### config.mk
export PLATFORM = sky130hd
export DESIGN_NAME = lasj_ctrl
export DESIGN_NICKNAME = d
export VERILOG_FILES = /design/src/hdl/lasj_pkg.sv /design/src/hdl/lasj_ctrl.sv
export SDC_FILE = /design/constraint.sdc
export NUM_CORES = 1
export LEC_CHECK = 0
export BUFFER_PORTS_ARGS = -buffer_cell sky130_fd_sc_hd__buf_2
export CAP_MARGIN = 20
export CORE_AREA = 2 2 40 42
export CTS_BUF_LIST = sky130_fd_sc_hd__clkbuf_2
export DETAILED_ROUTE_END_ITERATION = 8
export DIE_AREA = 0 0 42 44
export MAX_ROUTING_LAYER = met4
export PLACE_DENSITY = 0.83
export REMOVE_ABC_BUFFERS = 1
export SYNTH_ARGS = -nofsm -noshare
export SYNTH_HDL_FRONTEND = slang
export SYNTH_SLANG_ARGS = --single-unit
### constraint.sdc
create_clock -name i_clk -period 1.86 [get_ports i_clk]
set_input_delay 0.186 -clock i_clk [delete_from_list [all_inputs] [get_ports i_clk]]
set_output_delay 0.186 -clock i_clk [all_outputs]
set_load 0.05 [all_outputs]
### src/hdl/lasj_pkg.sv
`timescale 1ns / 1ps

package lasj_pkg;

    localparam int unsigned HISTORY_DEPTH_DEF = 64;
    localparam int unsigned COST_BITS_DEF     = 48;

    localparam int unsigned HLEN_W     = 7;
    localparam int unsigned SAVE_W     = 32;
    localparam int unsigned EVAL_W     = 40;
    localparam int unsigned CFG_DATA_W = 40;
    localparam int unsigned CFG_IDX_W  = 2;

    localparam logic [CFG_IDX_W-1:0] CFG_HISTORY_LENGTH  = 2'd0;
    localparam logic [CFG_IDX_W-1:0] CFG_SAVE_PERIOD     = 2'd1;
    localparam logic [CFG_IDX_W-1:0] CFG_MAX_EVALUATIONS = 2'd2;

    localparam logic [HLEN_W-1:0] HLEN_RESET = 7'd64;
    localparam logic [4:0]        DIV_TEN    = 5'd10;

    typedef enum logic [9:0] {
        S_IDLE     = 10'b00_0000_0001,
        S_DIV      = 10'b00_0000_0010,
        S_FILL     = 10'b00_0000_0100,
        S_MOD      = 10'b00_0000_1000,
        S_READ     = 10'b00_0001_0000,
        S_JUDGE    = 10'b00_0010_0000,
        S_UPDATE   = 10'b00_0100_0000,
        S_SCAN     = 10'b00_1000_0000,
        S_SCAN_END = 10'b01_0000_0000,
        S_OUT      = 10'b10_0000_0000
    } t_state;

    typedef struct packed {
        logic accept;
        logic div_step;
        logic fill;
        logic mod_step;
        logic rd_slot;
        logic judge;
        logic update;
        logic scan_rd;
        logic out_load;
    } t_cmd;

    typedef struct packed {
        logic seeded;
        logic div_last;
        logic fill_last;
        logic slot_ok;
        logic rescan;
        logic scan_last;
        logic out_free;
    } t_sts;

endpackage

### src/hdl/lasj_ctrl.sv
`timescale 1ns / 1ps

module lasj_ctrl
    import lasj_pkg::*;
(
    input  logic i_clk,
    input  logic i_rst_n,
    input  logic i_cost_valid,
    input  t_sts i_sts,
    output t_cmd o_cmd,
    output logic o_idle
);

    t_state r_state;
    t_state n_state;

    always_ff @(posedge i_clk) begin
        if (!i_rst_n) begin
            r_state <= S_IDLE;
        end else begin
            r_state <= n_state;
        end
    end

    always_comb begin
        o_cmd   = '0;
        n_state = r_state;
        unique case (r_state)
            S_IDLE: begin
                if (i_cost_valid) begin
                    o_cmd.accept = 1'b1;
                    n_state      = i_sts.seeded ? S_MOD : S_DIV;
                end
            end
            S_DIV: begin
                o_cmd.div_step = 1'b1;
                if (i_sts.div_last) begin
                    n_state = S_FILL;
                end
            end
            S_FILL: begin
                o_cmd.fill = 1'b1;
                if (i_sts.fill_last) begin
                    n_state = S_MOD;
                end
            end
            S_MOD: begin
                if (i_sts.slot_ok) begin
                    n_state = S_READ;
                end else begin
                    o_cmd.mod_step = 1'b1;
                end
            end
            S_READ: begin
                o_cmd.rd_slot = 1'b1;
                n_state       = S_JUDGE;
            end
            S_JUDGE: begin
                o_cmd.judge = 1'b1;
                n_state     = S_UPDATE;
            end
            S_UPDATE: begin
                o_cmd.update = 1'b1;
                n_state      = i_sts.rescan ? S_SCAN : S_OUT;
            end
            S_SCAN: begin
                o_cmd.scan_rd = 1'b1;
                if (i_sts.scan_last) begin
                    n_state = S_SCAN_END;
                end
            end
            S_SCAN_END: begin
                n_state = S_OUT;
            end
            S_OUT: begin
                if (i_sts.out_free) begin
                    o_cmd.out_load = 1'b1;
                    n_state        = S_IDLE;
                end
            end
            default: begin
                n_state = S_IDLE;
            end
        endcase
    end

    assign o_idle = (r_state == S_IDLE);

endmodule

---- Yosys cells after proc, flatten, opt, wreduce, memory -nomap -nowiden ----
Index checks and enable logic that the tools add are counted.
W data, S select, Z words.
word-level totals
  memories ................................ 0
  latch bits .............................. 0
  bits in read-only memories .............. 0
  bits in writable memories ............... 0
  register bits after elaboration ......... 10
operators by class
  magnitude comparators ................... 0
  multiplexer cells ....................... 21
  reductions and logical operators ........ 1
  shift operators ......................... 0
  equal/unequal tests ..................... 16
  $add $sub $neg .......................... 0
  multiply operators ...................... 0
  divide/modulo/power cells ............... 0
  bitwise logic cells ..................... 0
operators with widths
  cell                    number
  $pmux W10 S10           1
  $mux W10                7
  $mux W1                 12
  $ne A2 B2 Y1 const B    6
  $eq A10 B1 Y1 const B   1
  $eq A10 B10 Y1 const B  1
  $eq A10 B2 Y1 const B   1
  $eq A10 B3 Y1 const B   1
  $eq A10 B4 Y1 const B   1
  $eq A10 B5 Y1 const B   1
  $eq A10 B6 Y1 const B   1
  $eq A10 B7 Y1 const B   1
  $eq A10 B8 Y1 const B   1
  $eq A10 B9 Y1 const B   1
  $reduce_and A6 Y1       1
  $mux W4                 1

---- Depth between registers and ports, before layout ----
  depth in word-level cells ............... 3
  gate-level depth with buffers ........... 6
  gate-level depth less buffers ........... 5

---- Worst setup path after synthesis ----
No wires, ideal clock.
  path type ............................... reg2out
  from .................................... register r_state[8]
  to ...................................... output port o_cmd[2] (netlist name)
  stages on the path, launching flop included .. 4
  path slack .............................. -390 ps
  arrival ................................. 2,064 ps
  buffers on the path ..................... 0
  required time ........................... 1,674 ps
  cells stage by stage .................... dfxtp_1 > nor4_4 > nand2_1 > nor3_1
RTL lines
  element                 line             source
  start, declared         lasj_ctrl.sv:14  t_state r_state;
  start signal, assigned  lasj_ctrl.sv:21  r_state <= n_state;
  end, declared           lasj_ctrl.sv:10  output t_cmd o_cmd,

==> results.md <==
* Area Overhead vs Synth at 45.9%
* Initial DRC count at 22
* Library cells used by synthesis at 32
* Cell area after synthesis at approximately 700 um^2
* GRT overflow at 0
* Largest regs: r_state (10)
* Via-to-Cell Ratio at between 5 and 6
* Pwr dens at ~710 mW/mm^2
* Pre-CTS setup slack at 0.131 ns
* Mapped Cells at between 80 and 90
* Worst EP required at 1.67 ns
* RSZ-0062 raised after global routing: true
* Final GP Congestion at a little under 0.9
* Vias after detailed routing at 788
* Non-Filler Instances at 132
* Final HPWL DP at roughly 1300 um
* Startpoint types: flip-flop
* Critical path's largest stage delay at between 0.4 and 0.5 ns
* Core box area at about 0.0014 mm^2
* Worst path bufs/invs at 1
* Reg with most FFs: r_state
* Max Slew Vio Count at 0
* Slowest cell on crit path: nor4_4
* Ys async rst share at 0%
* Worst r2r path cells at 5
* IO buf count at 19
* IO Count at 20
* WP depth at 4
* H-tree Lvls at 1
* Clk Latency, worst-skew pair at around 0.27 ns
* Critical path class: reg -> out
* Hold Crit Class: in -> reg
* Critical path cell sequence: nor4_4 > nand2_2 > nor3b_4 > buf_6
* Static leakage at between 0.4 and 0.5 nW
* Post-route ant nets at 0
* Yosys reg bits at 10
* Final Worst Setup Slack at between 0.015 and 0.02 ns
* Initial antenna violation count at 0
* Pre-Repair DR Iteration Count at 4
* Clock root cell: clkbuf_2
* Row Count at 14
* Wire per inst at 15.6 um
* Global Route Usage Sum at 22.5%
* CTS tree: yes
* Die area at 0.00185 mm^2
* Antenna diodes at 0
* Drt total wl at ~2100 um
* Min Tclk post-route at around 1.8 ns
* Final Skew at 0.00621 ns
* Clock transition at path regs at about 0.11 ns
* Max reg flops at 10
* First-pass GRT wire length at ~3100 um
* CP top delay family: simple AND/OR/NAND/NOR gates
* CTS sink count at 10
* Fmax at between 0.5 and 0.6 GHz
* Share of layout cells above drive strength 1 at between 50% and 60%
* Vias in the first global route at 726
* Final Hold Vio Count at 0
* Tcrit/Tclk final at just under 100%
* Die span in y at around 44 um
* Endpoint class of the critical path: output pin
* Total CTS buffers at 3
* Finish-stage setup viols at 0
* Die Wd at approximately 42 um
* Ys Warns at 0
* Sequential fraction of the synthesis area at between 20 and 30%
* Worst VDD drop at 0.000665 V
* Max_cap viols at 0
* Slew margin rel. at 75.3%
* Ys flop type: dfxtp_1
* Hold Crit Depth at 2
* Arrival @ worst endpoint at 1.66 ns
* Crit-path max FO at 5
* # hold bufs at CTS at 0
* EDFF count, synth at 0
* Post-layout net count at ~130
* Initial Util at roughly half
* Syn avg cell area at around 8.2 um^2
* Fill count at 90
* Placed cells at 121
* Drt drc at 0
* Status: finished, final reports clean
* Largest net degree at the start of global routing at 11
* Worst-Margin Slew at 0.368 ns
* Hold slack at 0.115 ns
* CTS Buffer Depth at 2
-- per-layer routing --
layer  wire [um]  vias to the layer above  global-route usage (%)
met1         828                      347                    25.6
met2        1030                       50                    36.6
met3         137                        8                    3.75
li1            -                      383                       -
met4          62                        0                    14.8
met5           0                        -                       -
-- stage by stage --
stage                     setup TNS [ns]  total power [mW]  area, um^2  utilization [%]
after floorplan                    -2.03             0.458         692                -
after global placement                 0             0.514         822             57.9
after detailed placement               0             0.519         822             57.9
after CTS                        -0.0145             0.655         883             62.3
after global routing              -0.323             0.756        1010             71.5
final                                  0             0.723        1010             71.5
-- cell families (layout without fill, tap and decap cells) --
logic type,count (synthesis),after routing,synth area share (%)
and+or+nand+nor,52,52,52.5
AOI/OAI and AO/OA,16,16,14.2
DFF,10,10,28.8
buffers and inverters,6,37,3.24
xor gates and xnor gates,1,1,1.26
-- power by group --
part	switching [mW]	internal [mW]	leakage [nW]
Sequential	0.0328	0.225	0.0857
Combinational	0.193	0.145	0.303
Clock	0.0835	0.0440	0.0125
Total	0.309	0.414	0.401
-- placed cells by master, fill, tap and decap left out, drive strengths merged --
cell type  count
nor2b          1
nand3b         1
nor2           7
inv            5
nor4           4
and2           2
nor3b          7
nand2          6
nor3           7
o2111ai        1
o22ai          1
and4           2
nand2b         2
clkbuf         6
or2            1
o21ai          5
nand4b         2
o211ai         1
nand3          7
o41a           1
dfxtp         10
a21oi          7
nand4          2
or4            1
xor2           1
buf           26
-- synthesized netlist by cell type (2+ instances only) --
master,n,share of area (%)
nor2_1,7,3.8
nand4_1,2,1.8
o21ai_0,4,2.9
nor4_4,2,6.1
inv_1,5,2.7
dfxtp_1,10,29
nor3b_1,5,5.4
a21oi_1,7,5.0
and2_1,2,1.8
nand2b_1,2,1.8
nand3_1,7,5.0
nand2_1,5,2.7
nor3b_2,2,3.6
nor3_1,7,5.0
-- cell type report --
| type | count | area [um^2] | area share, % |
|---|---|---|---|
| Multi-Input combinational cell | 69 | 527 | 51.9 |
| Sequential cell | 10 | 219 | 21.6 |
| Timing Repair Buffer | 29 | 215 | 21.2 |
| Tap cell | 16 | 20.0 | 1.97 |
| Inverter | 5 | 18.8 | 1.85 |
| Clock buffer | 3 | 15.0 | 1.48 |
-- worst reg2reg max path: stages, from the launching register on --
cell,delay (ns)
dfxtp_2,0.38
nor4_4,0.41
buf_4,0.19
nand2_2,0.07
or4_1,0.49
a21oi_1,0.17
-- worst paths after layout --
kind                end  slack [ns]        from
max            o_cmd[7]        0.02  r_state[6]
min          r_state[0]        0.11     i_rst_n
max reg2reg  r_state[9]        0.08  r_state[5]
min reg2reg  r_state[3]        0.55  r_state[3]
-- repair_timing --
action	CTS	global route
setup buffers	1	7
cloned	0	0
resized for setup	10	30
endpoints found under the hold margin	0	0
setup endpoints to repair	9	11
pin swaps	3	7
Power figures use the tool's default switching activity.
